**src/hdl/cosm_pkg.sv**
```systemverilog
`timescale 1ns / 1ps
// ----------------------------------------------------------------------------
// cosm_pkg
// Shared types and constants of the crawler obstacle speed mixer.
// ----------------------------------------------------------------------------
package cosm_pkg;

    // Default saturation width of the drive values.
    localparam int DATA_WIDTH_DEF = 16;

    // Dead band of 0.1 in doubled Q1.14 counts.
    localparam logic [16:0] DEAD_BAND2 = 17'd3276;
    // Obstacle level of one in Q1.15.
    localparam logic [15:0] LEVEL_ONE = 16'd32768;
    // Number of quotient bits produced by the level divider.
    localparam int DIV_STEPS = 16;

    // Configuration register indexes.
    localparam logic [7:0] REG_AVOID_ENABLE   = 8'd0;
    localparam logic [7:0] REG_FRONT_DISTANCE = 8'd1;
    localparam logic [7:0] REG_BACK_DISTANCE  = 8'd2;
    localparam logic [7:0] REG_FILTER_GAIN    = 8'd3;
    localparam logic [7:0] REG_AVOID_GAIN     = 8'd4;

    // Direction codes.
    localparam logic [3:0] DIR_STOP       = 4'd0;
    localparam logic [3:0] DIR_FWD        = 4'd1;
    localparam logic [3:0] DIR_BACK       = 4'd2;
    localparam logic [3:0] DIR_RIGHT      = 4'd3;
    localparam logic [3:0] DIR_LEFT       = 4'd4;
    localparam logic [3:0] DIR_FWD_LEFT   = 4'd5;
    localparam logic [3:0] DIR_FWD_RIGHT  = 4'd6;
    localparam logic [3:0] DIR_BACK_LEFT  = 4'd7;
    localparam logic [3:0] DIR_BACK_RIGHT = 4'd8;

    // Commands from the controller to the datapath.
    typedef enum logic [3:0] {
        CMD_IDLE,
        CMD_LOAD,
        CMD_DIV,
        CMD_MUL_SML,
        CMD_WB_SML,
        CMD_MUL_SMR,
        CMD_WB_SMR,
        CMD_MUL_SQ,
        CMD_WB_SQ,
        CMD_MUL_CUBE,
        CMD_WB_CUBE,
        CMD_MUL_SCALE,
        CMD_WB_SCALE,
        CMD_MUL_CORR,
        CMD_WB_CORR,
        CMD_FINISH
    } cmd_t;

    // Status from the datapath to the controller.
    typedef struct packed {
        logic avoid_on;
        logic forward;
    } status_t;

endpackage

```
**src/hdl/crawler_obstacle_speed_mixer.sv**
```systemverilog
`timescale 1ns / 1ps
// ----------------------------------------------------------------------------
// crawler_obstacle_speed_mixer
// Obstacle-aware mixer of two track speed commands into saturated drives.
// ----------------------------------------------------------------------------
// One transaction is handled at a time. With avoidance enabled the two level
// dividers produce one quotient bit per cycle, and a single shared multiplier
// then runs the smoothing products and, when the motion is forward, the
// square, cube, scaling and steering products, each as a multiply state and
// a write-back state. With avoidance disabled an accepted item goes through
// the finish state straight to the output. The result stays on the output
// until taken, and a new item is accepted in the cycle after that.
// Configuration writes are always accepted and should be made only while
// the block is idle.
module crawler_obstacle_speed_mixer #(
    parameter int DATA_WIDTH = cosm_pkg::DATA_WIDTH_DEF
) (
    input  logic        aclk,
    input  logic        aresetn,
    // Input stream.
    input  logic        s_tvalid,
    output logic        s_tready,
    input  logic [63:0] s_tdata,  // left_command, right_command, range_left, range_right
    // Result stream.
    output logic        m_tvalid,
    input  logic        m_tready,
    output logic [39:0] m_tdata,  // left_drive, right_drive, direction_code, zero fill
    output logic [1:0]  m_tuser,  // avoid_applied, drive_saturated
    // Configuration write channel.
    input  logic        cfg_valid,
    output logic        cfg_ready,
    input  logic [7:0]  cfg_addr,
    input  logic [15:0] cfg_data
);
    import cosm_pkg::*;

    cmd_t        cmd;
    status_t     status;
    logic [15:0] left_drive, right_drive;
    logic [3:0]  direction_code;
    logic        avoid_applied, drive_saturated;

    assign cfg_ready = 1'b1;

    cosm_ctrl u_ctrl (
        .aclk     (aclk),
        .aresetn  (aresetn),
        .s_tvalid (s_tvalid),
        .s_tready (s_tready),
        .m_tvalid (m_tvalid),
        .m_tready (m_tready),
        .status   (status),
        .cmd      (cmd)
    );

    cosm_datapath #(
        .DATA_WIDTH (DATA_WIDTH)
    ) u_datapath (
        .aclk            (aclk),
        .aresetn         (aresetn),
        .cmd             (cmd),
        .status          (status),
        .cfg_we          (cfg_valid),
        .cfg_addr        (cfg_addr),
        .cfg_data        (cfg_data),
        .in_data         (s_tdata),
        .left_drive      (left_drive),
        .right_drive     (right_drive),
        .direction_code  (direction_code),
        .avoid_applied   (avoid_applied),
        .drive_saturated (drive_saturated)
    );

    // Pack the result fields.
    assign m_tdata = {4'd0, direction_code, right_drive, left_drive};
    assign m_tuser = {drive_saturated, avoid_applied};

endmodule

```
**src/hdl/cosm_ctrl.sv**
```systemverilog
`timescale 1ns / 1ps
// ----------------------------------------------------------------------------
// cosm_ctrl
// Sequencer: divider steps, multiplier steps and the stream handshakes.
// ----------------------------------------------------------------------------
module cosm_ctrl (
    input  logic             aclk,
    input  logic             aresetn,
    input  logic             s_tvalid,
    output logic             s_tready,
    output logic             m_tvalid,
    input  logic             m_tready,
    input  cosm_pkg::status_t status,
    output cosm_pkg::cmd_t   cmd
);
    import cosm_pkg::*;

    typedef enum logic [4:0] {
        ST_IDLE, ST_DIV, ST_MUL_SML, ST_WB_SML, ST_MUL_SMR, ST_WB_SMR,
        ST_MUL_SQ, ST_WB_SQ, ST_MUL_CUBE, ST_WB_CUBE, ST_MUL_SCALE,
        ST_WB_SCALE, ST_MUL_CORR, ST_WB_CORR, ST_FINISH, ST_OUT
    } state_t;

    localparam int CW = $clog2(DIV_STEPS);

    state_t        state_reg;
    logic [CW-1:0] count_reg;

    assign s_tready = (state_reg == ST_IDLE);
    assign m_tvalid = (state_reg == ST_OUT);

    // Command decode from the current state.
    always_comb begin
        case (state_reg)
            ST_IDLE:      cmd = s_tvalid ? CMD_LOAD : CMD_IDLE;
            ST_DIV:       cmd = CMD_DIV;
            ST_MUL_SML:   cmd = CMD_MUL_SML;
            ST_WB_SML:    cmd = CMD_WB_SML;
            ST_MUL_SMR:   cmd = CMD_MUL_SMR;
            ST_WB_SMR:    cmd = CMD_WB_SMR;
            ST_MUL_SQ:    cmd = CMD_MUL_SQ;
            ST_WB_SQ:     cmd = CMD_WB_SQ;
            ST_MUL_CUBE:  cmd = CMD_MUL_CUBE;
            ST_WB_CUBE:   cmd = CMD_WB_CUBE;
            ST_MUL_SCALE: cmd = CMD_MUL_SCALE;
            ST_WB_SCALE:  cmd = CMD_WB_SCALE;
            ST_MUL_CORR:  cmd = CMD_MUL_CORR;
            ST_WB_CORR:   cmd = CMD_WB_CORR;
            ST_FINISH:    cmd = CMD_FINISH;
            default:      cmd = CMD_IDLE;
        endcase
    end

    // State register and divider step counter.
    always_ff @(posedge aclk) begin
        if (!aresetn) begin
            state_reg <= ST_IDLE;
            count_reg <= '0;
        end else begin
            case (state_reg)
                ST_IDLE: begin
                    count_reg <= '0;
                    if (s_tvalid) begin
                        state_reg <= status.avoid_on ? ST_DIV : ST_FINISH;
                    end
                end
                ST_DIV: begin
                    count_reg <= count_reg + 1'b1;
                    if (count_reg == CW'(DIV_STEPS - 1)) begin
                        state_reg <= ST_MUL_SML;
                    end
                end
                ST_MUL_SML:   state_reg <= ST_WB_SML;
                ST_WB_SML:    state_reg <= ST_MUL_SMR;
                ST_MUL_SMR:   state_reg <= ST_WB_SMR;
                ST_WB_SMR:    state_reg <= status.forward ? ST_MUL_SQ : ST_FINISH;
                ST_MUL_SQ:    state_reg <= ST_WB_SQ;
                ST_WB_SQ:     state_reg <= ST_MUL_CUBE;
                ST_MUL_CUBE:  state_reg <= ST_WB_CUBE;
                ST_WB_CUBE:   state_reg <= ST_MUL_SCALE;
                ST_MUL_SCALE: state_reg <= ST_WB_SCALE;
                ST_WB_SCALE:  state_reg <= ST_MUL_CORR;
                ST_MUL_CORR:  state_reg <= ST_WB_CORR;
                ST_WB_CORR:   state_reg <= ST_FINISH;
                ST_FINISH:    state_reg <= ST_OUT;
                ST_OUT: begin
                    if (m_tready) begin
                        state_reg <= ST_IDLE;
                    end
                end
                default:      state_reg <= ST_IDLE;
            endcase
        end
    end

endmodule

```
**src/hdl/cosm_datapath.sv**
```systemverilog
`timescale 1ns / 1ps
// ----------------------------------------------------------------------------
// cosm_datapath
// Registers, level dividers, shared multiplier and drive recomposition.
// ----------------------------------------------------------------------------
module cosm_datapath #(
    parameter int DATA_WIDTH = cosm_pkg::DATA_WIDTH_DEF
) (
    input  logic              aclk,
    input  logic              aresetn,
    input  cosm_pkg::cmd_t    cmd,
    output cosm_pkg::status_t status,
    input  logic              cfg_we,
    input  logic [7:0]        cfg_addr,
    input  logic [15:0]       cfg_data,
    input  logic [63:0]       in_data,
    output logic [15:0]       left_drive,
    output logic [15:0]       right_drive,
    output logic [3:0]        direction_code,
    output logic              avoid_applied,
    output logic              drive_saturated
);
    import cosm_pkg::*;

    localparam int SW = 34;
    localparam logic signed [SW-1:0] SAT_HI = (SW'(1) <<< (DATA_WIDTH - 1)) - SW'(1);
    localparam logic signed [SW-1:0] SAT_LO = -SAT_HI - SW'(1);
    // Drive bits that lie inside the saturation width; the rest read as zero.
    localparam logic [15:0] OUT_MASK = 16'((SW'(1) <<< DATA_WIDTH) - SW'(1));

    // Configuration registers.
    logic        avoid_en_reg;
    logic [15:0] front_reg, back_reg, fgain_reg, again_reg;

    always_ff @(posedge aclk) begin
        if (!aresetn) begin
            avoid_en_reg <= 1'b1;
            front_reg    <= 16'd8192;
            back_reg     <= 16'd1638;
            fgain_reg    <= 16'd3277;
            again_reg    <= 16'd4096;
        end else if (cfg_we) begin
            case (cfg_addr)
                REG_AVOID_ENABLE:   avoid_en_reg <= cfg_data[0];
                REG_FRONT_DISTANCE: front_reg    <= cfg_data;
                REG_BACK_DISTANCE:  back_reg     <= cfg_data;
                REG_FILTER_GAIN:    fgain_reg    <= cfg_data;
                REG_AVOID_GAIN:     again_reg    <= cfg_data;
                default: ;
            endcase
        end
    end

    // Input decode.
    logic signed [15:0] cmd_l, cmd_r;
    logic        [15:0] rng_l, rng_r;
    logic signed [16:0] t2_in, r2_in;
    logic        [16:0] t2_mag, r2_mag;
    logic               ts, rs;
    logic        [3:0]  dir_in;

    assign cmd_l = in_data[15:0];
    assign cmd_r = in_data[31:16];
    assign rng_l = in_data[47:32];
    assign rng_r = in_data[63:48];
    assign t2_in = 17'(cmd_l) + 17'(cmd_r);
    assign r2_in = 17'(cmd_l) - 17'(cmd_r);
    assign t2_mag = t2_in[16] ? 17'(-t2_in) : 17'(t2_in);
    assign r2_mag = r2_in[16] ? 17'(-r2_in) : 17'(r2_in);
    assign ts = (t2_mag <= DEAD_BAND2);
    assign rs = (r2_mag <= DEAD_BAND2);

    // Direction sorting with the dead band.
    always_comb begin
        if (ts && rs)                   dir_in = DIR_STOP;
        else if (!t2_in[16] && rs)      dir_in = DIR_FWD;
        else if (t2_in[16] && rs)       dir_in = DIR_BACK;
        else if (ts && !r2_in[16])      dir_in = DIR_RIGHT;
        else if (ts)                    dir_in = DIR_LEFT;
        else if (!t2_in[16] && r2_in[16]) dir_in = DIR_FWD_LEFT;
        else if (!t2_in[16])            dir_in = DIR_FWD_RIGHT;
        else if (r2_in[16])             dir_in = DIR_BACK_LEFT;
        else                            dir_in = DIR_BACK_RIGHT;
    end

    // Clamp a reading into the window and give the level numerator.
    function automatic logic [15:0] window_num(input logic [15:0] x, input logic [15:0] f,
                                               input logic [15:0] b);
        logic [15:0] c;
        c = (x > f) ? f : x;
        c = (c < b) ? b : c;
        return 16'(f - c);
    endfunction

    logic signed [15:0] l_reg, r_reg;
    logic        [15:0] xl_reg, xr_reg;
    logic signed [16:0] t2_reg, r2_reg;
    logic        [3:0]  dir_reg;
    logic        [15:0] reml_reg, remr_reg, shl_reg, shr_reg, ql_reg, qr_reg;
    logic        [15:0] lvl_l_reg, lvl_r_reg;
    logic        [15:0] sq_reg, cube_reg;
    logic        [16:0] t2s_reg;
    logic        [19:0] corr_reg;
    logic        [32:0] prod_reg;
    logic        [16:0] mul_a;
    logic        [15:0] mul_b;
    logic        [15:0] numl, numr, den;
    logic        [16:0] trl, trr;
    logic               degen;
    logic        [15:0] raw_l, raw_r, now_sel, prev_sel, smooth_val;
    logic               left_near;
    logic        [15:0] tb;
    logic        [32:0] rnd15;
    logic        [15:0] cube_val;

    assign numl  = window_num(rng_l, front_reg, back_reg);
    assign numr  = window_num(rng_r, front_reg, back_reg);
    assign den   = 16'(front_reg - back_reg);
    assign trl   = {reml_reg, shl_reg[15]};
    assign trr   = {remr_reg, shr_reg[15]};
    assign degen = (front_reg <= back_reg);
    assign raw_l = degen ? ((xl_reg < front_reg) ? LEVEL_ONE : 16'd0) : ql_reg;
    assign raw_r = degen ? ((xr_reg < front_reg) ? LEVEL_ONE : 16'd0) : qr_reg;

    // Falling-level filter operands for the sensor being smoothed.
    always_comb begin
        if (cmd == CMD_MUL_SMR || cmd == CMD_WB_SMR) begin
            now_sel  = raw_r;
            prev_sel = lvl_r_reg;
        end else begin
            now_sel  = raw_l;
            prev_sel = lvl_l_reg;
        end
    end
    assign smooth_val = (prev_sel <= now_sel) ? now_sel
                      : 16'(prev_sel - 16'((prod_reg + 33'd32768) >> 16));

    assign left_near = !(lvl_l_reg < lvl_r_reg);
    assign tb        = left_near ? lvl_l_reg : lvl_r_reg;
    assign rnd15     = (prod_reg + 33'd16384) >> 15;
    assign cube_val  = (rnd15 > 33'(LEVEL_ONE)) ? LEVEL_ONE : rnd15[15:0];

    // Shared multiplier operand selection.
    always_comb begin
        case (cmd)
            CMD_MUL_SML,
            CMD_MUL_SMR: begin
                mul_a = 17'(16'(prev_sel - now_sel));
                mul_b = fgain_reg;
            end
            CMD_MUL_SQ: begin
                mul_a = 17'(tb);
                mul_b = tb;
            end
            CMD_MUL_CUBE: begin
                mul_a = 17'(sq_reg);
                mul_b = tb;
            end
            CMD_MUL_SCALE: begin
                mul_a = t2_reg;
                mul_b = 16'(LEVEL_ONE - cube_reg);
            end
            CMD_MUL_CORR: begin
                mul_a = 17'(cube_reg);
                mul_b = again_reg;
            end
            default: begin
                mul_a = '0;
                mul_b = '0;
            end
        endcase
    end

    always_ff @(posedge aclk) begin
        prod_reg <= 33'(mul_a) * 33'(mul_b);
    end

    // Level state, reset to zero.
    always_ff @(posedge aclk) begin
        if (!aresetn) begin
            lvl_l_reg <= '0;
            lvl_r_reg <= '0;
        end else if (cmd == CMD_WB_SML) begin
            lvl_l_reg <= smooth_val;
        end else if (cmd == CMD_WB_SMR) begin
            lvl_r_reg <= smooth_val;
        end
    end

    // Final recomposition and saturation.
    logic signed [21:0] r2n;
    logic signed [23:0] sum_l, sum_r;
    logic signed [SW-1:0] ld_w, rd_w;
    logic               fwd_path;

    assign fwd_path = avoid_en_reg && (dir_reg == DIR_FWD || dir_reg == DIR_FWD_LEFT
                                       || dir_reg == DIR_FWD_RIGHT);
    assign r2n   = left_near ? 22'(r2_reg) - 22'(signed'({2'b00, corr_reg}))
                             : 22'(r2_reg) + 22'(signed'({2'b00, corr_reg}));
    assign sum_l = 24'(signed'({1'b0, t2s_reg})) + 24'(r2n);
    assign sum_r = 24'(signed'({1'b0, t2s_reg})) - 24'(r2n);
    assign ld_w  = fwd_path ? SW'(sum_l >>> 1) : SW'(l_reg);
    assign rd_w  = fwd_path ? SW'(sum_r >>> 1) : SW'(r_reg);

    // Datapath registers driven by the command.
    always_ff @(posedge aclk) begin
        case (cmd)
            CMD_LOAD: begin
                l_reg    <= cmd_l;
                r_reg    <= cmd_r;
                xl_reg   <= rng_l;
                xr_reg   <= rng_r;
                t2_reg   <= t2_in;
                r2_reg   <= r2_in;
                dir_reg  <= dir_in;
                reml_reg <= {1'b0, numl[15:1]};
                remr_reg <= {1'b0, numr[15:1]};
                shl_reg  <= {numl[0], 15'd0};
                shr_reg  <= {numr[0], 15'd0};
            end
            CMD_DIV: begin
                if (trl >= 17'(den)) begin
                    reml_reg <= 16'(trl - 17'(den));
                    ql_reg   <= {ql_reg[14:0], 1'b1};
                end else begin
                    reml_reg <= trl[15:0];
                    ql_reg   <= {ql_reg[14:0], 1'b0};
                end
                if (trr >= 17'(den)) begin
                    remr_reg <= 16'(trr - 17'(den));
                    qr_reg   <= {qr_reg[14:0], 1'b1};
                end else begin
                    remr_reg <= trr[15:0];
                    qr_reg   <= {qr_reg[14:0], 1'b0};
                end
                shl_reg <= {shl_reg[14:0], 1'b0};
                shr_reg <= {shr_reg[14:0], 1'b0};
            end
            CMD_WB_SQ:    sq_reg   <= rnd15[15:0];
            CMD_WB_CUBE:  cube_reg <= cube_val;
            CMD_WB_SCALE: t2s_reg  <= prod_reg[31:15];
            CMD_WB_CORR:  corr_reg <= prod_reg[31:12];
            CMD_FINISH: begin
                left_drive      <= OUT_MASK & ((ld_w > SAT_HI) ? SAT_HI[15:0]
                                 : (ld_w < SAT_LO) ? SAT_LO[15:0] : ld_w[15:0]);
                right_drive     <= OUT_MASK & ((rd_w > SAT_HI) ? SAT_HI[15:0]
                                 : (rd_w < SAT_LO) ? SAT_LO[15:0] : rd_w[15:0]);
                drive_saturated <= (ld_w > SAT_HI) || (ld_w < SAT_LO)
                                || (rd_w > SAT_HI) || (rd_w < SAT_LO);
                avoid_applied   <= fwd_path;
                direction_code  <= dir_reg;
            end
            default: ;
        endcase
    end

    assign status.avoid_on = avoid_en_reg;
    assign status.forward  = fwd_path;

endmodule

```
**config.mk**
```make
export PLATFORM = sky130hd
export DESIGN_NAME = crawler_obstacle_speed_mixer
export DESIGN_NICKNAME = d
export VERILOG_FILES = /design/src/hdl/cosm_pkg.sv /design/src/hdl/crawler_obstacle_speed_mixer.sv /design/src/hdl/cosm_ctrl.sv /design/src/hdl/cosm_datapath.sv
export SDC_FILE = /design/constraint.sdc
export NUM_CORES = 2
export LEC_CHECK = 0
export ABC_AREA = 1
export CAP_MARGIN = 30
export CORE_ASPECT_RATIO = 1.4
export CORE_MARGIN = 5
export CORE_UTILIZATION = 35
export CTS_CLUSTER_SIZE = 24
export DETAILED_ROUTE_END_ITERATION = 10
export DONT_BUFFER_PORTS = 1
export GPL_TIMING_DRIVEN = 1
export PLACE_DENSITY = 0.61
export SKIP_LAST_GASP = 1
export SLEW_MARGIN = 25
export SYNTH_ARGS = -nofsm -noshare
export SYNTH_HDL_FRONTEND = slang
export SYNTH_SLANG_ARGS = --single-unit
```
**constraint.sdc**
```tcl
create_clock -name aclk -period 8 [get_ports aclk]
set_input_delay 1.2 -clock aclk [delete_from_list [all_inputs] [get_ports aclk]]
set_output_delay 1.2 -clock aclk [all_outputs]
set_load 0.01 [all_outputs]
```
# Word-level counts from Yosys, hierarchy flattened
# Index checks and enable logic that the tools add are counted.
# op_classes
n_mux	45
bitwise_logic	2
n_reduce_logical	30
n_lt_le_gt_ge	18
mul	1
n_eq_ne	41
addsub	19
# op_table
cell	count
two-way mux 16 bit	16
one-hot mux 16 bit (2 select lines)	4
subtractor 16 bit	7
one-hot mux 17 bit (5 select lines)	1
less-than comparator 16 bit	5
one-hot mux 5 bit (16 select lines)	1
> comparator 34 x 16 -> 1 bit (second input constant)	2
less-than comparator 34 x 16 -> 1 bit (second input constant)	2
two-way mux 34 bit	2
one-hot mux 16 bit (4 select lines)	1
one-hot mux 4 bit (15 select lines)	1
equality test 5 x 4 -> 1 bit (second input constant)	8
equality test 4 bit (second input constant)	9
greater-or-equal comparator 17 x 16 -> 1 bit	2
less-or-equal comparator 17 x 12 -> 1 bit (second input constant)	2
two-way mux 17 bit	2
negation 17 bit	2
adder 33 x 15 -> 33 bit (second input constant)	1
multiplier 17 x 16 -> 33 bit	1
adder 32 x 16 -> 32 bit (second input constant)	1
> comparator 16 bit	2
less-or-equal comparator 16 bit	2
equality test 4 x 3 -> 1 bit (second input constant)	6
adder 18 x 22 -> 23 bit	1
other kinds (37)	75
# word_totals
input_bits	93
reg_bits	444

# Logic depth before layout (Yosys ltp)
# depth
ltp_word	9
depth_mapped	51
mapped_depth_nobuf	51

# Cells and area by module
# From an unflattened synthesis, not the netlist that was laid out.
# hier_totals
cells_unflattened	5472
area_unflattened_um2	40736.6
# by_module_without_submodules
module	cells_each	seq_area_each_um2	n_inst	area_per_inst_um2
cosm_datapath	5379	10590.2	1	40168.5
cosm_ctrl	84	160.2	1	508.0
crawler_obstacle_speed_mixer	9	0.0	1	60.1

# Worst setup path after synthesis
# No wires, ideal clock.
# synth_timing
kind	register to register
startpoint	register u_datapath.front_reg[0]
endpoint	register u_datapath.prod_reg[31]
period_less_slack_ns	8.038
stages_incl_launch_ff	39
required_ns	7.888
setup_ns	0.112
slack_ns	-0.038
arrival_ns	7.926
cell_sequence	dfxtp_1 -> inv_1 -> ha_1 -> inv_1 -> fa_1 -> nand3_1 -> nand2_1 -> nand2_2 -> nand2_2 -> nand2_4 -> a21boi_2 -> clkbuf_1 -> nand2_1 -> fa_1 -> nand2_1 -> inv_1 -> o311ai_1 -> clkbuf_1 -> [3 not listed] -> inv_1 -> fa_1 -> fa_1 -> fa_1 -> inv_1 -> fa_1 -> inv_1 -> ha_1 -> a21oi_1 -> inv_1 -> a21oi_1 -> inv_1 -> a211oi_1 -> nand2_1 -> nand2_1 -> nand2_1 -> nand2_1 -> nand2_1
# synth_via
elab_chain_cells	7
elab_cells_between_ends	11
# synth_rtl
element	line	source
from (decl)	cosm_datapath.sv:33	logic [15:0] front_reg, back_reg, fgain_reg, again_reg;
from (signal assigned)	cosm_datapath.sv:45	REG_FRONT_DISTANCE: front_reg <= cfg_data;
less-than comparator 16 bit, on equally long branches	cosm_datapath.sv:122, cosm_datapath.sv:123	
two-way mux 16 bit, on equally long branches (2 in a row)	cosm_datapath.sv:122, cosm_datapath.sv:123	
two-way mux 16 bit *	cosm_datapath.sv:127	if (cmd == CMD_MUL_SMR || cmd == CMD_WB_SMR) begin
subtractor 16 bit *	cosm_datapath.sv:148	mul_a = 17'(16'(prev_sel - now_sel));
one-hot mux 17 bit (5 select lines) *	cosm_datapath.sv:145	case (cmd)
multiplier 17 x 16 -> 33 bit *	cosm_datapath.sv:175	prod_reg <= 33'(mul_a) * 33'(mul_b);
to (signal assigned)	cosm_datapath.sv:175	
to (decl)	cosm_datapath.sv:104	logic [32:0] prod_reg;
# Mark *: on every way between the ends. The rest lies on a longest branch, timed or not.
# A chain may end at the register's enable or synchronous reset.

# Worst setup path in the final report
# layout_timing
startpoint	register u_datapath.back_reg[9]
endpoint	register u_datapath.prod_reg[30]
# layout_via
elab_chain_cells	6
elab_cells_between_ends	7
# layout_rtl
element	line	source
from (decl)	cosm_datapath.sv:33	
from (signal assigned)	cosm_datapath.sv:46	REG_BACK_DISTANCE: back_reg <= cfg_data;
less-or-equal comparator 16 bit *	cosm_datapath.sv:121	assign degen = (front_reg <= back_reg);
two-way mux 16 bit, on equally long branches	cosm_datapath.sv:122, cosm_datapath.sv:123	
two-way mux 16 bit *	cosm_datapath.sv:127	
subtractor 16 bit *	cosm_datapath.sv:148	
one-hot mux 17 bit (5 select lines) *	cosm_datapath.sv:145	
multiplier 17 x 16 -> 33 bit *	cosm_datapath.sv:175	
# Marked as above.

==> metrics.md <==
| Metric | Value |
|---|---|
| CTS Buf Count | 45 |
| Final worst-path cycle share | 98.6% |
| Setup violators final | 0 |
| H-tree depth | 2 |
| Placed Instances | 7202 |
| Clk_lat worst skew | 0.62 ns |
| Clk pin slew, worst setup/hold paths | 0.07 ns |
| Post-Synth Adder-Cell Area | 23.3% |
| Initial antenna violation count | 4 |
| Initial cell density of the core | 35.3% |
| DPL Wire Length | 119 mm |
| Placer Congestion | 0.958 |
| Crit-path slowest cell | fa_1 |
| Most frequent cells in the layout | nand2_1 (1268), inv_1 (874), nor2_1 (404), a21oi_1 (388), buf_4 (374) |
| I/O Buffers | 0 |
| Final instance count without filler cells | 7320 |
| Crit-path max FO | 8 |
| Die height | 413 um |
| Drt initial violations | 3147 |
| Yosys reg bits | 400 |
| Register area share after synthesis | 26.5% |
| Most frequent CP cell | nand2_4 |
| Sequential cell area | 0.0108 sq mm |
| Tmin final | 7.89 ns |
| Root buf cell | clkbuf_16 |
| Main combinational cell family by area after synthesis | simple AND/OR/NAND/NOR gates |
| WP data required | 8.50 ns |
| Post-Synthesis Cells | 5465 |
| Gr usage total | 22.8% |
| Worst vdd ir | 0.000463 V |
| Pint | 7710 uW |
| Die width | 298 um |
| Clk pwr share | 13.1% |
| Critical path data arrival time | 8.39 ns |
| Final Hold Viols | 0 |
| XOR/XNOR Fraction of Synth Area | 3.58% |
| Final instance area | 0.0478 sq mm |
| Clk sinks | 400 |
| Placed inst area | 0.0448 sq mm |
| First-pass DRT Iterations | 6 |
| Multi-input logic area | 0.0270 sq mm |
| Crit path kind | reg2reg |
| Syn avg cell area | 7.43 sq um |
| Hold Crit Class | reg2reg |
| Peak Freq | 127 MHz |
| Worst Max-Slew Pin Slew | 1.04 ns |
| Global route total overflow | 0 |
| Static leakage | 0.0232 uW |
| Core ar. | 0.115 sq mm |
| Post-synthesis mux area share | 0% |
| Power Dens Cells | 348 mW/mm^2 |
| Pins Over Slew Limit | 0 |
| Layout fillers | 11700 |
| Largest net degree at the start of global routing | 65 |
| Async SR Flop Fraction | 0% |
| Ports | 138 |
| Drt drc | 0 |
| RSZ-0062 raised after global routing | yes |
| Vias | 38300 |
| Mapped cell area | 0.0406 sq mm |
| Status | completed |
| Compound-gate portion of the synthesized area | 13.0% |
| WL final | 146 mm |
| Vias/cell | 5.23 |
| Reg power frac | 17.7% |
| Crit path largest cell delay | 0.58 ns |
| CTS tree | done |
| Switch share | 53.7% |
| Number of flops mapped to enable cells by yosys | 274 |
| Commonest non-fill, non-tap cell in the layout | nand2_1 |
| Clk buf depth | 3 |
| Post-CTS Hold Buffers | 0 |
| Layout cells sized above 1 | 14.3% |
| WL/cell | 19.9 um |
| Net switching power of the design | 8930 uW |
| Post-layout nets | 6505 |
| First-pass GRT wire length | 217 mm |
| Die Footprint | 0.123 sq mm |
| Combinational power share | 69.2% |
| Top_reg_cell synth | edfxtp_1 |
| CP startpoint kind | flip-flop |
| Max-Cap Viols | 0 |
| Synth warn | 0 |
| Worst setup EP type | flip-flop |
| Vias in the first global route | 37500 |
| Post-DRT Antenna Nets | 0 |
| Max reg flops | 21 |
| Worst rel slew slack | 29.6% |
| Skew final | 0.0302 ns |
| Synth cell types | 68 |
| Num rows | 147 |
| Post-Synth Simple-Gate Area | 23.5% |
| Layout area overhead | 17.8% |
==> per-stage QoR <==
stage	total power [uW]	TNS [ns]	util (%)	hold slack, ns	worst slack, ns
global route	18100	-1.61	41.6	0.456	-0.176
global placement	14000	-1.41	38.9	0.430	-0.278
finish	16600	0	41.6	0.442	0.114
CTS	16300	-0.00856	40.5	0.446	-0.00836
floorplan	10900	0	-	0.386	0.0949
detailed placement	14100	-3.47	38.9	0.432	-0.400
==> final timing paths <==
check / from / endpoint / slack [ns] / cells past startpoint
hold / removal: u_datapath.ql_reg[9] / u_datapath.ql_reg[10] / 0.44 / 0
hold reg to reg: u_datapath.ql_reg[9] / u_datapath.ql_reg[10] / 0.44 / 0
setup / recovery: u_datapath.back_reg[9] / u_datapath.prod_reg[30] / 0.11 / 45
setup reg to reg: u_datapath.back_reg[9] / u_datapath.prod_reg[30] / 0.11 / 45
==> routing by layer <==
layer / global-route usage, % / vias to the layer above / share of wire [%]
li1: - / 18400 / -
met1: 28.5 / 18200 / 41
met2: 39.2 / 1302 / 47
met3: 2.82 / 316 / 6.3
met4: 10.4 / 0 / 5.5
met5: 0 / - / 0
==> layout make-up <==
cell class                      count  share of cell area, %
Sequential cell                   400                   22.5
Antenna cell                        6                 0.0314
Multi-Input combinational cell   3998                   56.4
Tap cell                         1490                   3.90
Clock buffer                       54                   2.51
Clock inverter                     28                  0.597
Timing Repair Buffer              402                   6.61
Inverter                          942                   7.44
==> power groups by stage <==
| stage | clock network [uW] | registers, uW | logic [uW] |
|---|---|---|---|
| floorplan | 0 | 2940 | 7930 |
| detailed placement | 0 | 2980 | 11100 |
| finish | 2180 | 2950 | 11500 |
| global route | 2300 | 2980 | 12800 |
| CTS | 2230 | 2950 | 11200 |
| global placement | 0 | 2980 | 11000 |
==> Yosys cell counts, types with 64 or more instances <==
library cell  count  share of area (%)
o21ai_0         304                3.7
edfxtp_1        274                 20
a21oi_1         426                5.3
clkbuf_1         86               0.80
fa_1            219                 11
dfxtp_1         126                6.2
nor2_1          434                4.0
nand2_1        1323                 12
nand4_1          64               0.99
ha_1            404                 12
inv_1           913                8.4
xor2_1          120                2.6
nand3_1         287                3.5
==> what timing repair did <==
item / CTS / global route
buffers inserted: 4 / 25
resized for setup: 62 / 274
pin swaps: 24 / 144
endpoints found under the setup margin: 20 / 25
==> cells by family (layout without fill, tap and decap cells) <==
group | Yosys count | count (layout)
AOI/OAI and AO/OA | 938 | 938
xor gates and xnor gates | 166 | 166
and+or+nand+nor | 2266 | 2266
DFF | 400 | 400
adders and majority gates | 623 | 623
buffers and inverters | 1070 | 1426
other | 2 | 11
==> worst max-delay path, delay by kind of cell, from the launching register on <==
kind	cells	cell delay (ns)
flops	1	0.32
compound gates	4	0.48
simple gates	20	1.84
buf+inv	11	0.85
fa+ha+maj	10	4.27
Note: power is estimated with default switching activity, not from simulation.
